## config.mk

```make
export PLATFORM = sky130hd
export DESIGN_NAME = serial_page_memory_programmer_core
export DESIGN_NICKNAME = d
export VERILOG_FILES = /design/src/sv/spmp_pkg.sv /design/src/sv/spmp_page_buf.sv /design/src/sv/spmp_out_reg.sv /design/src/sv/serial_page_memory_programmer_core.sv
export SDC_FILE = /design/constraint.sdc
export NUM_CORES = 2
export LEC_CHECK = 0
export ABC_CLOCK_PERIOD_IN_PS = 10600
export CAP_MARGIN = 20
export CORE_ASPECT_RATIO = 0.9
export CORE_UTILIZATION = 45
export CTS_CLUSTER_DIAMETER = 200
export DETAILED_ROUTE_END_ITERATION = 6
export DONT_BUFFER_PORTS = 1
export GPL_ROUTABILITY_DRIVEN = 0
export GPL_TIMING_DRIVEN = 0
export SLEW_MARGIN = 20
export SYNTH_ARGS = -nofsm -noshare
export SYNTH_HDL_FRONTEND = slang
export SYNTH_SLANG_ARGS = --single-unit
```

## constraint.sdc

```tcl
create_clock -name clk_i -period 10.6 [get_ports clk_i]
set_input_delay 2.12 -clock clk_i [delete_from_list [all_inputs] [get_ports clk_i]]
set_output_delay 2.12 -clock clk_i [all_outputs]
set_load 0.01 [all_outputs]
```

## src/sv/spmp_pkg.sv

```systemverilog
`default_nettype none

package spmp_pkg;

  localparam int unsigned PAGE_SIZE = 64;
  localparam int unsigned BUF_DEPTH = 128;
  localparam int unsigned BUF_AW    = $clog2(BUF_DEPTH);
  localparam int unsigned STORE_IW  = $clog2(BUF_DEPTH + 1);
  localparam int unsigned PAGE_CW   = $clog2(PAGE_SIZE + 1);
  localparam int unsigned ADDR_W    = 16;
  localparam int unsigned BYTE_W    = 8;

  typedef enum logic [1:0] {
    MEM_NONE  = 2'd0,
    MEM_WRITE = 2'd1,
    MEM_READ  = 2'd2
  } mem_op_e;

  typedef enum logic [1:0] {
    CFG_READ  = 2'd0,
    CFG_WRITE = 2'd1,
    CFG_STORE = 2'd2,
    CFG_ACK   = 2'd3
  } cfg_idx_e;

  typedef struct packed {
    mem_op_e             mem_op;
    logic [ADDR_W-1:0]   mem_address;
    logic [BYTE_W-1:0]   mem_wdata;
    logic                tx_valid;
    logic [BYTE_W-1:0]   tx_byte;
    logic                release_bus;
    logic                last;
  } res_t;

endpackage

`default_nettype wire

```

## src/sv/spmp_page_buf.sv

```systemverilog
`default_nettype none

module spmp_page_buf import spmp_pkg::*; (
  input  wire logic              clk_i,
  input  wire logic              rst_ni,
  input  wire logic              wr_en_i,
  input  wire logic [BUF_AW-1:0] wr_addr_i,
  input  wire logic [BYTE_W-1:0] wr_data_i,
  input  wire logic [BUF_AW-1:0] rd_addr_i,
  output logic      [BYTE_W-1:0] rd_data_o
);

  logic [BYTE_W-1:0]    mem_q [BUF_DEPTH];
  logic [BUF_DEPTH-1:0] valid_q;
  logic [BYTE_W-1:0]    rd_raw_q;
  logic                 rd_valid_q;

  // storage array, registered read
  always_ff @(posedge clk_i) begin
    if (wr_en_i) begin
      mem_q[wr_addr_i] <= wr_data_i;
    end
    rd_raw_q <= mem_q[rd_addr_i];
  end

  // per-entry written flags, never-written entries read as zero
  always_ff @(posedge clk_i or negedge rst_ni) begin
    if (!rst_ni) begin
      valid_q    <= '0;
      rd_valid_q <= 1'b0;
    end else begin
      if (wr_en_i) begin
        valid_q[wr_addr_i] <= 1'b1;
      end
      rd_valid_q <= valid_q[rd_addr_i];
    end
  end

  assign rd_data_o = rd_valid_q ? rd_raw_q : '0;

endmodule

`default_nettype wire

```

## src/sv/spmp_out_reg.sv

```systemverilog
`default_nettype none

module spmp_out_reg import spmp_pkg::*; (
  input  wire logic clk_i,
  input  wire logic rst_ni,
  input  wire logic load_i,
  input  wire res_t res_i,
  input  wire logic stall_i,
  output logic      ready_o,
  output logic      valid_o,
  output res_t      res_o
);

  logic valid_q;
  res_t res_q;

  // slot is free when empty or being taken this cycle
  assign ready_o = !valid_q || !stall_i;

  always_ff @(posedge clk_i or negedge rst_ni) begin
    if (!rst_ni) begin
      valid_q <= 1'b0;
    end else if (ready_o) begin
      valid_q <= load_i;
    end
  end

  always_ff @(posedge clk_i) begin
    if (ready_o && load_i) begin
      res_q <= res_i;
    end
  end

  assign valid_o = valid_q;
  assign res_o   = res_q;

endmodule

`default_nettype wire

```

## src/sv/serial_page_memory_programmer_core.sv

```systemverilog
// serial page memory programmer: one input word is either a byte from the serial host
// (req_type_i low) or a data byte returned by the external memory (req_type_i high).
// a frame is a command byte, length low/high and offset low/high; store then takes
// length+1 data bytes into a 128-entry page buffer (extra bytes are dropped) and answers
// with the ack code, write waits for one trigger byte and read starts straight after the
// offset. header, data and memory return words each give at most one result word. a read
// or write page is a burst of 64 result words, one per cycle unless out_stall_i holds them
// back, produced by a single 16-bit offset adder stepped by a page counter; the input side
// stalls for the whole burst. the output has its own register, so the next input word is
// taken in the same cycle as a waiting result leaves. page buffer entries never written
// since reset read as zero through per-entry valid flags; no clearing pass runs after
// reset. configuration writes are taken every cycle (cfg_ready_o is always high) and
// should only be made while idle.
`default_nettype none

module serial_page_memory_programmer_core import spmp_pkg::*; (
  input  wire logic              clk_i,
  input  wire logic              rst_ni,
  // input words
  input  wire logic              in_valid_i,
  output logic                   in_stall_o,
  input  wire logic              req_type_i,
  input  wire logic [BYTE_W-1:0] rx_byte_i,
  input  wire logic [BYTE_W-1:0] mem_data_i,
  // result words
  output logic                   out_valid_o,
  input  wire logic              out_stall_i,
  output logic      [1:0]        mem_op_o,
  output logic      [ADDR_W-1:0] mem_address_o,
  output logic      [BYTE_W-1:0] mem_wdata_o,
  output logic                   tx_valid_o,
  output logic      [BYTE_W-1:0] tx_byte_o,
  output logic                   release_bus_o,
  output logic                   last_o,
  // register writes
  input  wire logic              cfg_valid_i,
  output logic                   cfg_ready_o,
  input  wire logic [1:0]        cfg_index_i,
  input  wire logic [BYTE_W-1:0] cfg_data_i
);

  typedef enum logic [3:0] {
    ST_IDLE,
    ST_LEN_LO,
    ST_LEN_HI,
    ST_OFF_LO,
    ST_OFF_HI,
    ST_DATA,
    ST_READ_WAIT,
    ST_RD_BURST,
    ST_WR_BURST
  } state_e;

  typedef enum logic [1:0] {
    CMD_NONE,
    CMD_READ,
    CMD_WRITE,
    CMD_STORE
  } cmd_e;

  state_e               state_q, state_d;
  cmd_e                 cmd_q, cmd_d;
  logic [ADDR_W-1:0]    len_q, len_d;
  logic [ADDR_W-1:0]    off_q, off_d;
  logic [STORE_IW-1:0]  store_idx_q, store_idx_d;
  logic [PAGE_CW-1:0]   read_idx_q, read_idx_d;
  logic [PAGE_CW-1:0]   idx_q, idx_d;
  logic [BYTE_W-1:0]    read_code_q, write_code_q, store_code_q, ack_code_q;

  logic                 in_acc;
  logic                 out_ready;
  logic                 emit;
  res_t                 res;
  res_t                 res_out;
  logic [ADDR_W-1:0]    addr_sum;
  logic                 page_end;
  logic [PAGE_CW-1:0]   read_idx_nxt;
  logic                 buf_we;
  logic [BYTE_W-1:0]    buf_rdata;

  // no input word during a page burst or while the result slot is full
  assign in_stall_o  = (state_q == ST_RD_BURST) || (state_q == ST_WR_BURST) || !out_ready;
  assign in_acc      = in_valid_i && !in_stall_o;
  assign cfg_ready_o = 1'b1;

  // the shared unit: page offset plus burst index, wrapping at 16 bits
  assign addr_sum     = off_q + ADDR_W'(idx_q);
  assign page_end     = (idx_q == PAGE_CW'(PAGE_SIZE - 1));
  assign read_idx_nxt = read_idx_q + PAGE_CW'(1);

  always_comb begin
    state_d     = state_q;
    cmd_d       = cmd_q;
    len_d       = len_q;
    off_d       = off_q;
    store_idx_d = store_idx_q;
    read_idx_d  = read_idx_q;
    idx_d       = idx_q;
    buf_we      = 1'b0;
    emit        = 1'b0;
    res         = '0;

    unique case (state_q)
      ST_IDLE: begin
        // commands are only recognised here; read wins, then write, then store
        if (in_acc && !req_type_i) begin
          if (rx_byte_i == read_code_q) begin
            cmd_d   = CMD_READ;
            state_d = ST_LEN_LO;
          end else if (rx_byte_i == write_code_q) begin
            cmd_d   = CMD_WRITE;
            state_d = ST_LEN_LO;
          end else if (rx_byte_i == store_code_q) begin
            cmd_d   = CMD_STORE;
            state_d = ST_LEN_LO;
          end
        end
      end
      ST_LEN_LO: begin
        if (in_acc && !req_type_i) begin
          len_d   = {{(ADDR_W-BYTE_W){1'b0}}, rx_byte_i};
          state_d = ST_LEN_HI;
        end
      end
      ST_LEN_HI: begin
        if (in_acc && !req_type_i) begin
          len_d   = {rx_byte_i, len_q[BYTE_W-1:0]};
          state_d = ST_OFF_LO;
        end
      end
      ST_OFF_LO: begin
        if (in_acc && !req_type_i) begin
          off_d   = {{(ADDR_W-BYTE_W){1'b0}}, rx_byte_i};
          state_d = ST_OFF_HI;
        end
      end
      ST_OFF_HI: begin
        if (in_acc && !req_type_i) begin
          off_d       = {rx_byte_i, off_q[BYTE_W-1:0]};
          store_idx_d = '0;
          if (cmd_q == CMD_READ) begin
            read_idx_d = '0;
            idx_d      = '0;
            state_d    = ST_RD_BURST;
          end else begin
            state_d = ST_DATA;
          end
        end
      end
      ST_DATA: begin
        if (in_acc && !req_type_i) begin
          case (cmd_q)
            CMD_WRITE: begin
              // any byte triggers the page write
              idx_d   = '0;
              state_d = ST_WR_BURST;
            end
            CMD_STORE: begin
              if (store_idx_q < STORE_IW'(BUF_DEPTH)) begin
                buf_we      = 1'b1;
                store_idx_d = store_idx_q + STORE_IW'(1);
              end
              if (len_q == '0) begin
                store_idx_d     = '0;
                cmd_d           = CMD_NONE;
                state_d         = ST_IDLE;
                emit            = 1'b1;
                res.mem_op      = MEM_NONE;
                res.tx_valid    = 1'b1;
                res.tx_byte     = ack_code_q;
                res.last        = 1'b1;
              end else begin
                len_d = len_q - ADDR_W'(1);
              end
            end
            default: begin
              cmd_d   = CMD_NONE;
              state_d = ST_IDLE;
            end
          endcase
        end
      end
      ST_READ_WAIT: begin
        // serial bytes are dropped here, returned memory bytes go to the host
        if (in_acc && req_type_i) begin
          emit         = 1'b1;
          res.mem_op   = MEM_NONE;
          res.tx_valid = 1'b1;
          res.tx_byte  = mem_data_i;
          res.last     = 1'b1;
          if (read_idx_nxt >= PAGE_CW'(PAGE_SIZE)) begin
            read_idx_d      = '0;
            cmd_d           = CMD_NONE;
            state_d         = ST_IDLE;
            res.release_bus = 1'b1;
          end else begin
            read_idx_d = read_idx_nxt;
          end
        end
      end
      ST_RD_BURST: begin
        if (out_ready) begin
          emit            = 1'b1;
          res.mem_op      = MEM_READ;
          res.mem_address = addr_sum;
          res.last        = page_end;
          idx_d           = idx_q + PAGE_CW'(1);
          if (page_end) begin
            state_d = ST_READ_WAIT;
          end
        end
      end
      ST_WR_BURST: begin
        // buffer data for idx_q is already registered at the buffer output
        if (out_ready) begin
          emit            = 1'b1;
          res.mem_op      = MEM_WRITE;
          res.mem_address = addr_sum;
          res.mem_wdata   = buf_rdata;
          idx_d           = idx_q + PAGE_CW'(1);
          if (page_end) begin
            res.tx_valid    = 1'b1;
            res.tx_byte     = ack_code_q;
            res.release_bus = 1'b1;
            res.last        = 1'b1;
            cmd_d           = CMD_NONE;
            state_d         = ST_IDLE;
          end
        end
      end
      default: begin
        cmd_d   = CMD_NONE;
        state_d = ST_IDLE;
      end
    endcase
  end

  always_ff @(posedge clk_i or negedge rst_ni) begin
    if (!rst_ni) begin
      state_q      <= ST_IDLE;
      cmd_q        <= CMD_NONE;
      len_q        <= '0;
      off_q        <= '0;
      store_idx_q  <= '0;
      read_idx_q   <= '0;
      idx_q        <= '0;
      read_code_q  <= BYTE_W'(1);
      write_code_q <= BYTE_W'(2);
      store_code_q <= BYTE_W'(3);
      ack_code_q   <= BYTE_W'(6);
    end else begin
      state_q     <= state_d;
      cmd_q       <= cmd_d;
      len_q       <= len_d;
      off_q       <= off_d;
      store_idx_q <= store_idx_d;
      read_idx_q  <= read_idx_d;
      idx_q       <= idx_d;
      if (cfg_valid_i) begin
        unique case (cfg_index_i)
          CFG_READ:  read_code_q  <= cfg_data_i;
          CFG_WRITE: write_code_q <= cfg_data_i;
          CFG_STORE: store_code_q <= cfg_data_i;
          CFG_ACK:   ack_code_q   <= cfg_data_i;
          default:   ;
        endcase
      end
    end
  end

  // buffer is read ahead at the next burst index
  spmp_page_buf u_page_buf (
    .clk_i     (clk_i),
    .rst_ni    (rst_ni),
    .wr_en_i   (buf_we),
    .wr_addr_i (BUF_AW'(store_idx_q)),
    .wr_data_i (rx_byte_i),
    .rd_addr_i (BUF_AW'(idx_d)),
    .rd_data_o (buf_rdata)
  );

  spmp_out_reg u_out_reg (
    .clk_i   (clk_i),
    .rst_ni  (rst_ni),
    .load_i  (emit),
    .res_i   (res),
    .stall_i (out_stall_i),
    .ready_o (out_ready),
    .valid_o (out_valid_o),
    .res_o   (res_out)
  );

  assign mem_op_o      = res_out.mem_op;
  assign mem_address_o = res_out.mem_address;
  assign mem_wdata_o   = res_out.mem_wdata;
  assign tx_valid_o    = res_out.tx_valid;
  assign tx_byte_o     = res_out.tx_byte;
  assign release_bus_o = res_out.release_bus;
  assign last_o        = res_out.last;

endmodule

`default_nettype wire

```

==> results.toml <==
[power_and_ir_drop]
ir_drop_mv = 0.176
p_per_area_nw_per_um2 = 275
p_leak_nw = 21.6
power_mw = 16.3

[job]
maxCapViolations = 0

[global_routing]
grt-ovfl-total = 0
track_usage = 0.279
grt_max_degree = 223
antenna_found_initial = 10
grt_pass1_wl_mm = 237
grt_pass1_vias = 33600

[layout]
fill_cells = 9867
drive_gt1_frac = 0.127
nNetsFinal = 4338
stdcell_area_sq_um = 59300
area_delta_synth_final_pct = 12.4
final_core_util = 0.513

[routing]
drt_wl_total_mm = 166
drtIter0Drc = 4859
viasPerCell = 5.97
drt_first_pass_iters = 6
wl_per_cell_um = 27.8
ant_nets = 0
vias = 35700
drc = 0

[setup_path]
r2r_cells = 15
crit_chain = "nand2_1 -> clkbuf_1 -> o211ai_1 -> a21oi_1 -> a31o_1 -> clkbuf_1 -> inv_2 -> nand2_1 -> clkbuf_1 -> nor2_1 -> a311o_1 -> nor4_1 -> nor4_2"
r2r_start = "state_q[1]$_DFFE_PN0P_"
cp-start-kind = "input pin"
critPathMostFrequentCell = "clkbuf_1"
cp.buffers_inverters = 4
worstPathArrival_ns = 6.79
r2r-end = "u_page_buf.rd_raw_q[2]$_DFF_P_"
end_kind = "register"
cpPeakStageDelay_ns = 1.08
path_class = "in2reg"
cp_max_fo = 10
crit_required_ns = 11.14
rrSetupSlack_ns = 4.86
crit_family = "simple AND/OR/NAND/NOR gates"
crit_slowest_cell = "nor4_1"

[clock_network]
cts_tree = "built"
clk_pin_slew_worst_paths_ns = 0.06
cts_resized = 0
clk_path_buf_depth = 3
postCtsHoldBufs = 0
clock_sinks = 1291
clock_latency_ns = 0.78
htreeDepth = 4
cts_setup_buffers = 0
numCtsBuffers = 135
cts_root_buffer = "clkbuf_16"

[yosys]
synth_xor_area_frac = 0.00733
synth-simple-area-share = 0.165
synth-adder-area-share = 0.00299
synth_cell_types = 77
synthCells = 4150
syn_avg_cell_area_sq_um = 12.7
synth_ff_type = "edfxtp_1"
syn_nets = 4194
synth-compound-area-share = 0.0705
synth_top_family_by_area = "simple AND/OR/NAND/NOR gates"
synth-seq-cells = 1291
synth-edff-count = 1061
synthMuxAreaShare = 0.0166
yosys_warnings = 0
syn_area_sq_um = 52800
async_reset_ff_frac = 0.172
synth_seq_area_share = 0.712

[sta]
finalSetupViolations = 0
clock.fmax_ghz = 0.160
tightest_slew_ns = 1.42
fin_crit_ns = 6.25
rsz0062_at_grt = "false"
fin_skew_ns = 0.0240
fin_setup_tns_ns = 0
slew_violations = 0
max_slew_margin = 0.0443
hold_viol = 0
fin_ws_ns = 4.35
fin_crit_sh = 0.589

[worst_hold_path]
hp-start = "u_page_buf.valid_q[111]$_DFFE_PN0P_"
hold_path_end = "u_page_buf.valid_q[111]$_DFFE_PN0P_"
hold_path_class = "reg2reg"
whs_path_depth = 1

[status]
outcome = "finished, final reports clean"

[floorplan]
rows = 118
start_util = 0.456
dieArea_sq_um = 119000
ios = 72
floorplan.die.width_um = 363
dieHeight_um = 327
core_sq_um = 116000

[placed_design]
port_buffers = 0
preCtsSetupSlack_ns = 3.74
placed_area_sq_um = 54900
dp_hpwl_mm = 107
layout by cell type (no fill, tap or decap), types with 48 or more instances in the layout:
cell,count
a211oi_1,48
a21oi_1,55
a311oi_1,54
a31oi_1,91
and3_1,120
buf_2,93
clkbuf_1,127
clkbuf_16,136
dfrtp_1,216
edfxtp_1,1061
mux2i_1,49
nand2_1,1036
nand3_1,301
nand4_1,49
nor2_1,199
o21ai_0,70
or2_2,132
flip-flops by register name, indices dropped and copies added (netlist names):
signal,count
u_page_buf.mem_q,1024
ack_code_q,8
read_idx_q,7
store_idx_q,8
state_q,4
cmd_q,2
u_page_buf.rd_valid_q,1
read_code_q,8
idx_q,7
write_code_q,8
len_q,16
off_q,16
u_out_reg.valid_o,1
u_out_reg.res_o,37
u_page_buf.valid_q,128
store_code_q,8
u_page_buf.rd_raw_q,8
Yosys cell counts (11+ instances only):
master,instances,share of area
a211oi_1,48,0.0068
a21oi_1,55,0.0052
a311o_1,28,0.0053
or2_2,132,0.016
xor2_1,24,0.0040
a2111oi_0,19,0.0032
mux2i_1,49,0.0093
xnor2_1,17,0.0028
nand3_1,301,0.029
ha_1,11,0.0026
buf_1,14,0.0010
buf_6,12,0.0026
a32oi_1,34,0.0056
nand4_1,49,0.0058
clkbuf_1,98,0.0070
a22oi_1,21,0.0030
buf_2,93,0.0088
edfxtp_1,1061,0.60
o21ai_0,70,0.0066
a311oi_1,54,0.0090
and3_1,120,0.014
dfrtp_1,216,0.10
inv_1,15,0.0011
nor2_1,201,0.014
nand2_1,1037,0.074
nor3_1,23,0.0022
mux2_2,34,0.0073
a22o_1,17,0.0028
a32o_1,16,0.0030
buf_4,27,0.0038
a31oi_1,91,0.011
nor4_1,24,0.0028
area by class of cell:
| cell class | instances | area [sq um] | share of cell area |
|---|---|---|---|
| antenna | 2 | 5.00 | 0.0000844 |
| buffer | 247 | 1250 | 0.0210 |
| clock buffer | 190 | 3790 | 0.0639 |
| clock inverter | 61 | 603 | 0.0102 |
| inverter | 20 | 76.3 | 0.00129 |
| multi-input combinational | 2592 | 14000 | 0.235 |
| sequential | 1291 | 37600 | 0.634 |
| tap | 1560 | 1950 | 0.0329 |
| timing repair buffer | 7 | 76.3 | 0.00129 |
report_power, final:
group / switching, mW / leakage (nW) / total [mW] / internal, mW
registers: 0.134 / 12.6 / 5.79 / 5.66
logic: 4.28 / 6.88 / 5.76 / 1.48
clock network: 2.06 / 2.14 / 4.72 / 2.67
worst max-delay path by stage:
stage | endpoint | startpoint | cells after the start
6_report | u_page_buf.rd_raw_q[2]$_DFF_P_ | out_stall_i | 13
3_3_place_gp | u_page_buf.rd_raw_q[1]$_DFF_P_ | out_stall_i | 12
4_1_cts | u_page_buf.rd_raw_q[5]$_DFF_P_ | in_valid_i | 14
5_1_grt | u_page_buf.rd_raw_q[1]$_DFF_P_ | out_stall_i | 12
3_5_place_dp | u_page_buf.rd_raw_q[5]$_DFF_P_ | in_valid_i | 14
2_1_floorplan | in_stall_o | out_stall_i | 3
per-stage QoR:
step / cells / hold WS, ns
finish: 5970 / 0.459
global route: 5968 / 0.468
CTS: 5968 / 0.459
detailed placement: 5717 / 0.447
global placement: 5710 / 0.442
floorplan: 4150 / 0.430
routing by layer:
layer,track usage,share of wire
met5,0,0.00063
met4,0.117,0.041
met3,0.0599,0.11
met2,0.412,0.44
met1,0.400,0.41
cell families after synthesis:
kind of cell | after synthesis
other | 1
buffers and inverters | 267
multiplexers | 83
adder cells (fa/ha/maj) | 12
AND/OR/NAND/NOR | 1942
flip-flops | 1291
XOR/XNOR | 42
AO/OA/AOI/OAI | 512
worst register-to-register path: stages, from the launching register on:
cell       delay, ns
dfrtp_1         0.37
buf_6           0.14
or4b_1          0.48
buf_2           0.18
nand2_1         0.29
o21ai_0         0.16
a31o_1          0.25
clkbuf_1        0.31
inv_2           0.32
buf_2           0.34
buf_2           0.37
buf_1           0.91
o2111ai_1       0.23
nand3_1         0.22
nand2_1         0.21
nor4_2          0.76
Power figures use the tool's default switching activity.
